### src/rtl/core/gsmd_pkg.sv
// ----------------------------------------------------------------------------
// gsmd_pkg: shared types and constants of the gamepad slot mapper
// Holds the slot count, command codes, key table and the request, result,
// configuration and slot entry records used across the block.
// ----------------------------------------------------------------------------
package gsmd_pkg;

  // Slot table size and derived index width
  localparam int SLOTS  = 4;
  localparam int SLOT_W = (SLOTS > 1) ? $clog2(SLOTS) : 1;

  localparam int NKEYS  = 13;
  localparam int AXIS_W = 16;
  localparam int NAXES  = 6;

  // Axis positions inside a slot entry
  localparam logic [2:0] AXIS_LX = 3'd0;
  localparam logic [2:0] AXIS_LY = 3'd1;
  localparam logic [2:0] AXIS_RX = 3'd2;
  localparam logic [2:0] AXIS_RY = 3'd3;
  localparam logic [2:0] AXIS_LT = 3'd4;
  localparam logic [2:0] AXIS_RT = 3'd5;

  // The shaper handles the four stick axes, tagged by axis position
  localparam int TAG_W = 2;
  localparam logic [TAG_W-1:0] TAG_LAST = 2'd3;

  // Command codes
  typedef enum logic [2:0] {
    CMD_KEY    = 3'd0,
    CMD_AXES   = 3'd1,
    CMD_REMOVE = 3'd2,
    CMD_CLEAR  = 3'd3,
    CMD_SAMPLE = 3'd4
  } cmd_e;

  // Configuration register indexes
  localparam logic [1:0] CFG_DEADZONE = 2'd0;
  localparam logic [1:0] CFG_GAIN     = 2'd1;
  localparam logic [1:0] CFG_THRESH   = 2'd2;

  localparam logic [14:0] DEADZONE_RST = 15'd4588;
  localparam logic [15:0] GAIN_RST     = 16'd19051;
  localparam logic [14:0] THRESH_RST   = 15'd16384;

  // Buttons with analog sources
  localparam logic [15:0] BTN_Z      = 16'h2000;
  localparam logic [15:0] BTN_CUP    = 16'h0008;
  localparam logic [15:0] BTN_CDOWN  = 16'h0004;
  localparam logic [15:0] BTN_CLEFT  = 16'h0002;
  localparam logic [15:0] BTN_CRIGHT = 16'h0001;

  // Mapped key codes and the console button each one drives
  localparam logic [8:0] KEY_CODES [NKEYS] = '{
    9'd19, 9'd20, 9'd21, 9'd22, 9'd96, 9'd97, 9'd99, 9'd100,
    9'd102, 9'd103, 9'd104, 9'd105, 9'd108
  };
  localparam logic [15:0] KEY_MASKS [NKEYS] = '{
    16'h0800, 16'h0400, 16'h0200, 16'h0100, 16'h8000, 16'h0001, 16'h4000,
    16'h0008, 16'h0020, 16'h0010, 16'h2000, 16'h0004, 16'h1000
  };

  typedef struct packed {
    logic [14:0] deadzone;
    logic [15:0] gain;
    logic [14:0] thresh;
  } cfg_t;

  typedef struct packed {
    logic [2:0]               cmd;
    logic [15:0]              dev_id;
    logic [8:0]               key_code;
    logic                     pressed;
    logic signed [AXIS_W-1:0] left_x;
    logic signed [AXIS_W-1:0] left_y;
    logic signed [AXIS_W-1:0] right_x;
    logic signed [AXIS_W-1:0] right_y;
    logic signed [AXIS_W-1:0] left_trig;
    logic signed [AXIS_W-1:0] right_trig;
    logic [2:0]               player;
  } req_t;

  typedef struct packed {
    logic [15:0]              buttons;
    logic signed [AXIS_W-1:0] stick_x;
    logic signed [AXIS_W-1:0] stick_y;
  } res_t;

  // One slot entry of the slot memory
  typedef struct packed {
    logic [NKEYS-1:0]             keys;
    logic [NAXES-1:0][AXIS_W-1:0] axes;
  } entry_t;

  // Map a key code to its held-key bit, all zero for an unmapped code
  function automatic logic [NKEYS-1:0] key_bit(input logic [8:0] code);
    logic [NKEYS-1:0] m;
    m = '0;
    for (int k = 0; k < NKEYS; k++) begin
      if (KEY_CODES[k] == code) begin
        m[k] = 1'b1;
      end
    end
    return m;
  endfunction

endpackage

### src/rtl/core/gsmd_shape.sv
// ----------------------------------------------------------------------------
// gsmd_shape: deadzone shaper for stick axes
// Two-stage pipeline: magnitude and deadzone subtract, then gain multiply,
// saturate to 32767 and restore the sign. One axis enters per cycle.
// ----------------------------------------------------------------------------
module gsmd_shape (
  input  logic                             clk_i,
  input  logic                             rst_ni,
  input  gsmd_pkg::cfg_t                   cfg_i,
  input  logic                             in_valid_i,
  input  logic [gsmd_pkg::TAG_W-1:0]       in_tag_i,
  input  logic signed [gsmd_pkg::AXIS_W-1:0] in_value_i,
  output logic                             out_valid_o,
  output logic [gsmd_pkg::TAG_W-1:0]       out_tag_o,
  output logic signed [gsmd_pkg::AXIS_W-1:0] out_value_o
);
  import gsmd_pkg::*;

  logic [AXIS_W-1:0] mag;
  logic              over;
  logic [AXIS_W-1:0] diff_d, diff_q;
  logic              neg_q, over_q, v1_q, v2_q;
  logic [TAG_W-1:0]  tag1_q, tag2_q;
  logic [31:0]       prod;
  logic [14:0]       sat;
  logic [AXIS_W-1:0] res_d;
  logic signed [AXIS_W-1:0] res_q;

  // Stage one: absolute value and distance past the deadzone
  always_comb begin
    mag    = in_value_i[AXIS_W-1] ? (~in_value_i + 16'd1) : in_value_i;
    over   = mag > {1'b0, cfg_i.deadzone};
    diff_d = mag - {1'b0, cfg_i.deadzone};
  end

  // Stage two: rescale in Q2.14, saturate and apply the sign
  always_comb begin
    prod  = 32'(diff_q) * 32'(cfg_i.gain);
    sat   = (|prod[31:29]) ? 15'h7FFF : prod[28:14];
    if (!over_q) begin
      res_d = '0;
    end else if (neg_q) begin
      res_d = 16'd0 - {1'b0, sat};
    end else begin
      res_d = {1'b0, sat};
    end
  end

  // Advance the valid flags
  always_ff @(posedge clk_i or negedge rst_ni) begin
    if (!rst_ni) begin
      v1_q <= 1'b0;
      v2_q <= 1'b0;
    end else begin
      v1_q <= in_valid_i;
      v2_q <= v1_q;
    end
  end

  // Hold the pipeline payload
  always_ff @(posedge clk_i) begin
    diff_q <= diff_d;
    neg_q  <= in_value_i[AXIS_W-1];
    over_q <= over;
    tag1_q <= in_tag_i;
    tag2_q <= tag1_q;
    res_q  <= res_d;
  end

  assign out_valid_o = v2_q;
  assign out_tag_o   = tag2_q;
  assign out_value_o = res_q;

endmodule

### src/rtl/core/gsmd_engine.sv
// ----------------------------------------------------------------------------
// gsmd_engine: slot lookup, slot memory and command sequencer
// Matches the device against the slot tags, reads the slot entry from a
// synchronous memory, modifies and writes it back, and builds the sample
// result through the shared shaper.
// ----------------------------------------------------------------------------
module gsmd_engine (
  input  logic            clk_i,
  input  logic            rst_ni,
  input  gsmd_pkg::cfg_t  cfg_i,
  input  logic            in_valid_i,
  output logic            in_ready_o,
  input  gsmd_pkg::req_t  req_i,
  output logic            res_valid_o,
  input  logic            res_ready_i,
  output gsmd_pkg::res_t  res_o
);
  import gsmd_pkg::*;

  typedef enum logic [2:0] {
    ST_IDLE, ST_EXEC, ST_SHAPE, ST_DRAIN, ST_BTN, ST_DONE
  } state_e;

  state_e             state_q;
  logic [SLOTS-1:0]   used_q;
  logic [15:0]        dev_q [SLOTS];
  entry_t             mem_q [SLOTS];
  entry_t             rd_q;
  req_t               req_q;
  logic [SLOT_W-1:0]  slot_q;
  logic               act_q, fresh_q;
  logic [TAG_W-1:0]   cnt_q;
  logic signed [AXIS_W-1:0] sh_q [4];
  res_t               res_q;

  logic               accept;
  logic               hit_any, free_any;
  logic [SLOT_W-1:0]  hit_idx, free_idx;
  logic               player_ok;
  logic [SLOT_W-1:0]  player_slot;
  logic [SLOT_W-1:0]  sel_slot;
  logic               sel_act, sel_fresh;
  entry_t             cur, wr_entry;
  logic               mem_we;
  logic [NKEYS-1:0]   kbit;
  logic               sh_out_valid;
  logic [TAG_W-1:0]   sh_out_tag;
  logic signed [AXIS_W-1:0] sh_out_value;
  logic [15:0]        btn;
  logic signed [16:0] thr17, nthr17, rx17, ry17, lt17, rt17;

  assign in_ready_o = (state_q == ST_IDLE);
  assign accept     = in_valid_i && (state_q == ST_IDLE);

  // Match the device against the slot tags and find the lowest free slot
  always_comb begin
    hit_any  = 1'b0;
    free_any = 1'b0;
    hit_idx  = '0;
    free_idx = '0;
    for (int i = SLOTS - 1; i >= 0; i--) begin
      if (used_q[i] && (dev_q[i] == req_i.dev_id)) begin
        hit_any = 1'b1;
        hit_idx = SLOT_W'(i);
      end
      if (!used_q[i]) begin
        free_any = 1'b1;
        free_idx = SLOT_W'(i);
      end
    end
  end

  assign player_ok   = ({2'b00, req_i.player} < 5'(SLOTS));
  assign player_slot = SLOT_W'(req_i.player);

  // Choose the slot that the request works on
  always_comb begin
    sel_slot  = '0;
    sel_act   = 1'b0;
    sel_fresh = 1'b0;
    unique case (req_i.cmd) inside
      CMD_KEY, CMD_AXES: begin
        sel_act   = hit_any || free_any;
        sel_slot  = hit_any ? hit_idx : free_idx;
        sel_fresh = !hit_any;
      end
      CMD_REMOVE: begin
        sel_act  = hit_any;
        sel_slot = hit_idx;
      end
      CMD_SAMPLE: begin
        sel_slot = player_slot;
        sel_act  = player_ok && used_q[player_slot];
      end
      default: begin
        sel_act = 1'b0;
      end
    endcase
  end

  // A freshly claimed slot starts from a cleared entry
  always_comb begin
    cur      = fresh_q ? '0 : rd_q;
    wr_entry = cur;
    kbit     = key_bit(req_q.key_code);
    if (req_q.cmd == CMD_KEY) begin
      wr_entry.keys = req_q.pressed ? (cur.keys | kbit) : (cur.keys & ~kbit);
    end else begin
      wr_entry.axes[AXIS_LX] = req_q.left_x;
      wr_entry.axes[AXIS_LY] = req_q.left_y;
      wr_entry.axes[AXIS_RX] = req_q.right_x;
      wr_entry.axes[AXIS_RY] = req_q.right_y;
      wr_entry.axes[AXIS_LT] = req_q.left_trig[AXIS_W-1] ? '0 : req_q.left_trig;
      wr_entry.axes[AXIS_RT] = req_q.right_trig[AXIS_W-1] ? '0 : req_q.right_trig;
    end
  end

  assign mem_we = (state_q == ST_EXEC) && act_q &&
                  ((req_q.cmd == CMD_KEY) || (req_q.cmd == CMD_AXES));

  // Slot memory: read on accept, write back in the following cycle
  always_ff @(posedge clk_i) begin
    if (mem_we) begin
      mem_q[slot_q] <= wr_entry;
      dev_q[slot_q] <= req_q.dev_id;
    end
    if (accept) begin
      rd_q   <= mem_q[sel_slot];
      req_q  <= req_i;
      slot_q <= sel_slot;
    end
    if (sh_out_valid) begin
      sh_q[sh_out_tag] <= sh_out_value;
    end
  end

  // Shared shaper, fed one stick axis per cycle
  gsmd_shape u_shape (
    .clk_i       (clk_i),
    .rst_ni      (rst_ni),
    .cfg_i       (cfg_i),
    .in_valid_i  (state_q == ST_SHAPE),
    .in_tag_i    (cnt_q),
    .in_value_i  (rd_q.axes[{1'b0, cnt_q}]),
    .out_valid_o (sh_out_valid),
    .out_tag_o   (sh_out_tag),
    .out_value_o (sh_out_value)
  );

  // Build the console button word from held keys and analog levels
  always_comb begin
    thr17  = {2'b00, cfg_i.thresh};
    nthr17 = 17'sd0 - thr17;
    rx17   = {sh_q[TAG_W'(AXIS_RX)][AXIS_W-1], sh_q[TAG_W'(AXIS_RX)]};
    ry17   = {sh_q[TAG_W'(AXIS_RY)][AXIS_W-1], sh_q[TAG_W'(AXIS_RY)]};
    lt17   = {rd_q.axes[AXIS_LT][AXIS_W-1], rd_q.axes[AXIS_LT]};
    rt17   = {rd_q.axes[AXIS_RT][AXIS_W-1], rd_q.axes[AXIS_RT]};
    btn    = '0;
    for (int k = 0; k < NKEYS; k++) begin
      if (rd_q.keys[k]) begin
        btn = btn | KEY_MASKS[k];
      end
    end
    if (lt17 > thr17)  btn = btn | BTN_Z;
    if (rt17 > thr17)  btn = btn | BTN_CDOWN;
    if (ry17 < nthr17) btn = btn | BTN_CUP;
    if (ry17 > thr17)  btn = btn | BTN_CDOWN;
    if (rx17 < nthr17) btn = btn | BTN_CLEFT;
    if (rx17 > thr17)  btn = btn | BTN_CRIGHT;
  end

  // Sequencer with slot flags and result register
  always_ff @(posedge clk_i or negedge rst_ni) begin
    if (!rst_ni) begin
      state_q <= ST_IDLE;
      used_q  <= '0;
      act_q   <= 1'b0;
      fresh_q <= 1'b0;
      cnt_q   <= '0;
      res_q   <= '0;
    end else begin
      unique case (state_q)
        ST_IDLE: begin
          if (accept) begin
            act_q   <= sel_act;
            fresh_q <= sel_fresh;
            state_q <= ST_EXEC;
          end
        end
        ST_EXEC: begin
          state_q <= ST_IDLE;
          unique case (req_q.cmd) inside
            CMD_KEY, CMD_AXES: begin
              if (act_q) used_q[slot_q] <= 1'b1;
            end
            CMD_REMOVE: begin
              if (act_q) used_q[slot_q] <= 1'b0;
            end
            CMD_CLEAR: begin
              used_q <= '0;
            end
            CMD_SAMPLE: begin
              if (act_q) begin
                cnt_q   <= '0;
                state_q <= ST_SHAPE;
              end else begin
                res_q   <= '0;
                state_q <= ST_DONE;
              end
            end
            default: begin
              state_q <= ST_IDLE;
            end
          endcase
        end
        ST_SHAPE: begin
          cnt_q <= cnt_q + 1'b1;
          if (cnt_q == TAG_LAST) state_q <= ST_DRAIN;
        end
        ST_DRAIN: begin
          if (sh_out_valid && (sh_out_tag == TAG_LAST)) state_q <= ST_BTN;
        end
        ST_BTN: begin
          res_q.buttons <= btn;
          res_q.stick_x <= sh_q[TAG_W'(AXIS_LX)];
          res_q.stick_y <= 16'sd0 - sh_q[TAG_W'(AXIS_LY)];
          state_q       <= ST_DONE;
        end
        ST_DONE: begin
          if (res_ready_i) state_q <= ST_IDLE;
        end
        default: begin
          state_q <= ST_IDLE;
        end
      endcase
    end
  end

  assign res_valid_o = (state_q == ST_DONE);
  assign res_o       = res_q;

endmodule

### src/rtl/core/gamepad_slot_mapper_with_deadzone.sv
// ----------------------------------------------------------------------------
// gamepad_slot_mapper_with_deadzone: gamepad slot table with stick shaping
// Key and axes requests update the slot owning a device, remove and clear
// free slots, and a sample request returns the button word and left stick.
//
//   channel  dir  handshake                     payload
//   s_axis   in   s_axis_tvalid_i/tready_o      tuser cmd, tdata request
//   m_axis   out  m_axis_tvalid_o/tready_i      tdata result
//   cfg      in   cfg_valid_i/cfg_ready_o       cfg_index_i, cfg_data_i
//
// Key, axes, remove, clear and ignored commands match the slot tags and read
// the slot memory, then write the entry back or update the slot flags.
// A sample feeds the four stick axes in turn through the single shaper.
// The output register lets a new request in while a result waits; a sample
// waits only when that register is still full. Reset frees every slot at once.
// ----------------------------------------------------------------------------
module gamepad_slot_mapper_with_deadzone (
  input  logic         clk_i,
  input  logic         rst_ni,
  input  logic         s_axis_tvalid_i,
  output logic         s_axis_tready_o,
  // dev_id[15:0], key_code[24:16], pressed[25], left_x[41:26],
  // left_y[57:42], right_x[73:58], right_y[89:74], left_trig[105:90],
  // right_trig[121:106], player[124:122], zero[127:125]
  input  logic [127:0] s_axis_tdata_i,
  // cmd[2:0]
  input  logic [2:0]   s_axis_tuser_i,
  output logic         m_axis_tvalid_o,
  input  logic         m_axis_tready_i,
  // buttons[15:0], stick_x[31:16], stick_y[47:32]
  output logic [47:0]  m_axis_tdata_o,
  input  logic         cfg_valid_i,
  output logic         cfg_ready_o,
  input  logic [1:0]   cfg_index_i,
  input  logic [15:0]  cfg_data_i
);
  import gsmd_pkg::*;

  cfg_t  cfg_q;
  req_t  req;
  res_t  res;
  logic  res_valid, res_ready;
  logic  out_valid_q;
  res_t  out_q;

  // Unpack the request
  always_comb begin
    req.cmd        = s_axis_tuser_i;
    req.dev_id     = s_axis_tdata_i[15:0];
    req.key_code   = s_axis_tdata_i[24:16];
    req.pressed    = s_axis_tdata_i[25];
    req.left_x     = s_axis_tdata_i[41:26];
    req.left_y     = s_axis_tdata_i[57:42];
    req.right_x    = s_axis_tdata_i[73:58];
    req.right_y    = s_axis_tdata_i[89:74];
    req.left_trig  = s_axis_tdata_i[105:90];
    req.right_trig = s_axis_tdata_i[121:106];
    req.player     = s_axis_tdata_i[124:122];
  end

  // Configuration registers
  assign cfg_ready_o = 1'b1;

  always_ff @(posedge clk_i or negedge rst_ni) begin
    if (!rst_ni) begin
      cfg_q.deadzone <= DEADZONE_RST;
      cfg_q.gain     <= GAIN_RST;
      cfg_q.thresh   <= THRESH_RST;
    end else if (cfg_valid_i) begin
      unique case (cfg_index_i)
        CFG_DEADZONE: cfg_q.deadzone <= cfg_data_i[14:0];
        CFG_GAIN:     cfg_q.gain     <= cfg_data_i;
        CFG_THRESH:   cfg_q.thresh   <= cfg_data_i[14:0];
        default:      cfg_q          <= cfg_q;
      endcase
    end
  end

  gsmd_engine u_engine (
    .clk_i       (clk_i),
    .rst_ni      (rst_ni),
    .cfg_i       (cfg_q),
    .in_valid_i  (s_axis_tvalid_i),
    .in_ready_o  (s_axis_tready_o),
    .req_i       (req),
    .res_valid_o (res_valid),
    .res_ready_i (res_ready),
    .res_o       (res)
  );

  // Output register: take a result whenever empty or being drained
  assign res_ready = !out_valid_q || m_axis_tready_i;

  always_ff @(posedge clk_i or negedge rst_ni) begin
    if (!rst_ni) begin
      out_valid_q <= 1'b0;
    end else if (res_ready) begin
      out_valid_q <= res_valid;
    end
  end

  always_ff @(posedge clk_i) begin
    if (res_ready && res_valid) begin
      out_q <= res;
    end
  end

  assign m_axis_tvalid_o = out_valid_q;
  assign m_axis_tdata_o  = {out_q.stick_y, out_q.stick_x, out_q.buttons};

endmodule

### config.mk
export PLATFORM = sky130hd
export DESIGN_NAME = gamepad_slot_mapper_with_deadzone
export DESIGN_NICKNAME = d
export VERILOG_FILES = /design/src/rtl/core/gsmd_pkg.sv /design/src/rtl/core/gsmd_shape.sv /design/src/rtl/core/gsmd_engine.sv /design/src/rtl/core/gamepad_slot_mapper_with_deadzone.sv
export SDC_FILE = /design/constraint.sdc
export NUM_CORES = 2
export LEC_CHECK = 0
export ABC_AREA = 1
export BUFFER_PORTS_ARGS = -buffer_cell sky130_fd_sc_hd__clkbuf_2
export CAP_MARGIN = 20
export CORE_UTILIZATION = 41
export CTS_BUF_LIST = sky130_fd_sc_hd__clkbuf_4 sky130_fd_sc_hd__clkbuf_8
export CTS_CLUSTER_DIAMETER = 60
export DETAILED_ROUTE_END_ITERATION = 16
export GPL_ROUTABILITY_DRIVEN = 0
export HOLD_SLACK_MARGIN = 0.03
export SLEW_MARGIN = 5
export SYNTH_ARGS = -nofsm -noshare
export SYNTH_HDL_FRONTEND = slang
export SYNTH_SLANG_ARGS = --single-unit
### constraint.sdc
create_clock -name clk_i -period 37.6 [get_ports clk_i]
set_clock_uncertainty 0.2 [all_clocks]
set_input_delay 5.64 -clock clk_i [delete_from_list [all_inputs] [get_ports clk_i]]
set_output_delay 5.64 -clock clk_i [all_outputs]
set_load 0.01 [all_outputs]
**Yosys cells after proc, flatten, opt, wreduce, memory -nomap -nowiden**

Memories as Yosys holds them, arrays and structs flattened. A register that Yosys moved wholly into a read port is not among the register bits.
Index checks and enable logic that the tools add are counted.

- Mux-type cells: 87
- Reductions and logical operators: 35
- Magnitude comparators: 12
- Bitwise operators: 7
- Multipliers: 1
- Equal/unequal tests: 42
- $add $sub $neg: 6

Operators by type and width:

| kind | number |
|---|---|
| $mux 109 | 1 |
| $mux 48 | 2 |
| $mux 96 | 1 |
| $pmux 48 s2 | 1 |
| $eq 7x9->1 const A | 9 |
| $mux 15 | 5 |
| $eq 16x16->1 | 4 |
| $gt 16x16->1 | 4 |
| $mux 16 | 3 |
| $mux 13 | 3 |
| $eq 5x9->1 const A | 4 |
| $bmux 16 s2 | 1 |
| $lt 16x16->1 | 2 |
| $mul 16x16->32 | 1 |
| $sub 1x15->16 const A | 2 |
| $mux 1 | 30 |
| $mux 14 | 2 |
| $mux 3 | 9 |
| $mux 2 | 12 |
| $pmux 3 s6 | 1 |
| $add 16x1->16 const B | 1 |
| $gt 16x15->1 | 1 |
| $mux 4 | 4 |
| $not 16->16 | 1 |
| other kinds (44) | 86 |

- Output and inout port bits: 51
- Bits in registers: 321
- Input bits: 154
- Memory bits (writable): 564
- Memories: 3
- Logic and storage cells: 228

Memory list:

| memory | words | width | rd ports | clocked after memory_dff | wr ports | RTL line | RTL |
|---|---|---|---|---|---|---|---|
| u_engine.mem_q | 4 | 109 | 1 | 1 | 1 | gsmd_engine.sv:27 | `entry_t mem_q [SLOTS];` |
| u_engine.dev_q | 4 | 16 | 4 | 0 | 1 | gsmd_engine.sv:26 | `logic [15:0] dev_q [SLOTS];` |
| u_engine.sh_q | 4 | 16 | 4 | 0 | 1 | gsmd_engine.sv:33 | `logic signed [AXIS_W-1:0] sh_q [4];` |

**Logic depth before layout (Yosys ltp)**

- Depth in word-level cells: 20
- Gate-level depth with buffers: 44
- Depth with buffers taken out: 42

**Modules after synthesis**

From an unflattened synthesis, not the netlist that was laid out.

- Cell total of the unflattened synthesis: 5441
- Area, all modules: 53143.5 um^2

By module, submodules not included:

| module | instances | sequential area each (um^2) | area each (um^2) | cells each |
|---|---|---|---|---|
| gsmd_engine | 1 | 25449.4 | 38557.0 | 3646 |
| gsmd_shape | 1 | 810.8 | 11158.2 | 1534 |
| gamepad_slot_mapper_with_deadzone | 1 | 2637.5 | 3428.3 | 261 |

**Worst setup path before layout**

OpenSTA, ideal clock, no wires.

- Path kind: input to register
- Start: input s_axis_tvalid_i
- End: register u_engine.act_q
- Data required time: 37225 ps
- Library setup time: 175 ps
- Setup slack: 20283 ps
- Cell stages on the path: 4
- Data arrival time: 16942 ps
- Buffers on the path: 0
- Cell sequence: inv_1 nor2_1 o221ai_1 o21ai_0

- Cells in the longest elaborated chain, start to end: 2

Ends and longest elaborated chain:

| what | RTL line | RTL |
|---|---|---|
| start: declaration | gamepad_slot_mapper_with_deadzone.sv:20 | `input logic s_axis_tvalid_i,` |
| $logic_and 1x1->1 | gsmd_engine.sv:53 | `assign accept = in_valid_i && (state_q == ST_IDLE);` |
| via u_engine.accept | gsmd_engine.sv:36 | `logic accept;` |
| $reduce_and 2->1 (no source line) | - |  |
| end signal: assignment | gsmd_engine.sv:185 | `act_q <= sel_act;` |
| end: declaration | gsmd_engine.sv:31 | `logic act_q, fresh_q;` |

The timed path passes the listed nets, and every way through them passes these cells.
A chain may end at the register's enable or synchronous reset.

**Final worst setup path**

- Start: input s_axis_tdata_i[3]
- End: register, netlist name u_engine.rd_q[40]

- Cells in the longest elaborated chain, start to end: 8
- Elaborated cells between the ends (all ways): 18
- Those cells by class: eq/ne: 4; mux: 10; reduce/logical: 4

Ends and longest elaborated chain:

| what | RTL line | RTL |
|---|---|---|
| start: declaration | gamepad_slot_mapper_with_deadzone.sv:25 | `input logic [127:0] s_axis_tdata_i,` |
| $eq 16x16->1 | gsmd_engine.sv:62 | `if (used_q[i] && (dev_q[i] == req_i.dev_id)) begin` |
| $logic_and 1x1->1 | gsmd_engine.sv:62 |  |
| $mux 2 or $mux 1 (tied branches) (4 in a row) | gsmd_engine.sv:62 |  |
| $mux 2 | gsmd_engine.sv:84 | `sel_slot = hit_any ? hit_idx : free_idx;` |
| $pmux 2 s3 (*) | gsmd_engine.sv:81 | `unique case (req_i.cmd) inside` |

Mark *: on every way between the ends. The rest lies on a longest branch, timed or not.

==> out/summary.txt <==
GRT Total Usage -> 0.208
Dominant synthesized flop cell -> edfxtp_1
Die H -> 355 um
Clock Path Buffers -> 3
Area of the core -> 123000 um^2
Avg WL per Cell -> 18.9 um
DP Worst Slack -> 26.88 ns
Largest net degree at the start of global routing -> 158
R2R Setup Slk -> 29.75 ns
Hold EP -> u_engine.u_shape.out_tag_o[1]
Grt ovf -> 0
Hold Path Cell Cnt -> 0
Unrepaired setup endpoints after global routing -> false
CTS Hold Buffers Added -> 0
Worst hold path class -> flop to flop
Syn-to-layout area delta -> 11.5%
CP max-delay cell -> buf_4
Final setup fails -> 0
YS warnings -> 0
Final hold vios -> 0
Max-slew violations -> 0
Vias per std cell -> 5.14
Worst setup margin -> 27.91 ns
Crit-path max FO -> 152
Reg-to-reg startpoint -> u_engine.u_shape.diff_q[9]
Cell count after synthesis -> 4934
Multi-input logic area -> 18800 um^2
Worst Reg-to-Reg Cells -> 34
Worst Path Arrival -> 10.22 ns
Sink Count -> 990
Slew margin rel. -> 0.273
Resized cells post-CTS -> 0
Top cell type's share of synthesized area -> 0.499
Worst-margin pin slew -> 1.09 ns
Die Footprint -> 126000 um^2
Root Driver -> clkbuf_8
Fill cells -> 11.3k
Final wirelength -> 130000 um
Critical path, cell by cell -> clkbuf_2 > xor2_1 > nor2_1 > o2111ai_1 > nor3_1 > nand4_1 > nand2b_1 > a21oi_1 > nor2_4 > buf_12 > nand2_4 > buf_4 > buf_4 > nand2_1 > nand2_1 > nand2_1 > nand2_1
Tmin final -> 9.69 ns
Layout cells sized above 1 -> 0.112
I/O Pins -> 205
Total of max-cap violations -> 0
Worst Path Required -> 38.14 ns
Setup TNS Final -> 0 ns
CTS Buf Count -> 168
Top cells by area, synth -> edfxtp_1 50%, nand2_1 11%, fa_1 7.6%, ha_1 5.2%, inv_1 4.7%
Post-detail-place hpwl -> 83300 um
Htree depth -> 4
Syn avg cell area -> 10.3 um^2
Mapped cell area -> 50900 um^2
FMAX -> 103 MHz
IO buf count -> 198
Worst hold start -> u_engine.u_shape.tag1_q[1]
Storage cell area -> 28800 um^2
Initial antenna violation count -> 3
Worst setup EP type -> flop
Num rows -> 128
Distinct cells, synth -> 69
ANT nets after route -> 0
Chip width -> 355 um
Period utilization -> 0.258
Clk slew on worst S/H paths -> 0.06 ns
Vias in the first global route -> 35.2k
Initial core utilization -> 0.416
Post-synthesis sequential area ratio -> 0.566
First-pass GRT wire length -> 201000 um
Pre-Repair DR Iteration Count -> 5
CP max stage delay -> 0.89 ns
Yosys top cell by area -> edfxtp_1
Via Count -> 35.3k
Synth Register Bits -> 990
Drc violations -> 0
Worst r2r dst -> u_engine.u_shape.out_value_o[14]
CP startpoint kind -> primary input
Number of synthesized flops with an enable pin -> 846
Later-pin clock latency in the skew report -> 0.89 ns
Crit path launch -> s_axis_tdata_i[3]
Crit-path most repeated cell -> nand2_1
Status -> finished clean
Fin nets -> 5672
CTS tree -> built
Setup CP Type -> primary input to flop
1st-iter DRT viols -> 2760
Share of flip-flops with an asynchronous set or reset -> 0.107
Setup bufs post-CTS -> 0
cell usage after synthesis (all sizes together), types with 38 or more instances:
| cell type | number |
|---|---|
| nand2 | 1508 |
| edfxtp | 846 |
| inv | 644 |
| nand3 | 327 |
| o21ai | 218 |
| ha | 211 |
| fa | 194 |
| nor2 | 155 |
| clkbuf | 136 |
| a21oi | 132 |
| dfrtp | 90 |
| buf | 89 |
| xor2 | 49 |
| nand4 | 40 |
| nor3 | 39 |
| dfxtp | 38 |
logic make-up after synthesis:
family,count (synthesis),synth area share
XOR/XNOR,70,0.0120
buffers and inverters,871,0.0664
adder cells (fa/ha/maj),405,0.128
flip-flops,990,0.566
multiplexers,3,0.000614
AND/OR/NAND/NOR,2105,0.171
AO/OA/AOI/OAI,488,0.0560
other,2,0.000147
worst max-delay path: cells and delay by family:
family / cells / cell delay [ns]
AOI/OAI and AO/OA: 2 / 0.36
xor gates and xnor gates: 1 / 0.17
and+or+nand+nor: 10 / 1.80
buffers and inverters: 4 / 2.05
layout by cell type (no fill, tap or decap), types with 31 or more instances in the layout:
| master | Yosys | routed |
|---|---|---|
| ha_1 | 211 | 211 |
| nand3_1 | 325 | 325 |
| clkbuf_8 | 0 | 177 |
| nand2_1 | 1489 | 1486 |
| o21ai_0 | 215 | 215 |
| dfxtp_1 | 38 | 38 |
| fa_1 | 194 | 194 |
| clkbuf_4 | 0 | 52 |
| dfrtp_1 | 90 | 89 |
| clkbuf_2 | 2 | 197 |
| a21oi_1 | 130 | 130 |
| clkinv_1 | 2 | 31 |
| nor3_1 | 38 | 36 |
| inv_1 | 636 | 635 |
| o31ai_1 | 31 | 31 |
| nor2_1 | 148 | 140 |
| xor2_1 | 49 | 49 |
| edfxtp_1 | 846 | 846 |
| nand4_1 | 38 | 38 |
routing by layer:
metal	wire [um]	up-vias	GRT usage
met2	61000	1187	0.339
met4	3480	2	0.0732
li1	-	16700	-
met3	7960	228	0.0336
met5	13	-	0
met1	57300	17200	0.282
state kept, by name, indices dropped and copies added, names as in the netlist, 16 cells and up:
register,flops
u_engine.mem_q,436
u_engine.req_q,125
u_engine.rd_q,93
u_engine.dev_q,64
u_engine.sh_q,64
cfg_q,46
m_axis_tdata_o,46
u_engine.res_o,46
u_engine.lt17,16
u_engine.u_shape.diff_q,16
u_engine.u_shape.out_value_o,16
worst max path at each step:
stage          cells past startpoint                 to
3_5_place_dp                      17   u_engine.rd_q[8]
2_1_floorplan                      4     u_engine.act_q
5_1_grt                           17  u_engine.rd_q[32]
4_1_cts                           17  u_engine.rd_q[32]
6_report                          17  u_engine.rd_q[40]
3_3_place_gp                      17   u_engine.rd_q[8]
layout make-up:
type	instances	share of cell area
flip-flops and latches	990	0.507
multi-input cells	3074	0.332
clock buffers	229	0.0497
inverters	646	0.0427
well taps	1625	0.0358
repair buffers	233	0.0235
clock inverters	72	0.00909
diodes	2	0.0000881
through the flow:
stage	std cells	instance area, um^2	utilization	hold slack [ns]
2_1_floorplan	4935	51000	-	0.110
3_3_place_gp	6567	53500	0.436	0.116
3_5_place_dp	6567	53500	0.436	0.113
4_1_cts	6868	56800	0.464	0.123
5_1_grt	6871	56800	0.464	0.131
6_report	6871	56800	0.464	0.124
Power is not shown: default switching activity piles up to over one toggle a cycle in this logic, so the estimate is an artifact.
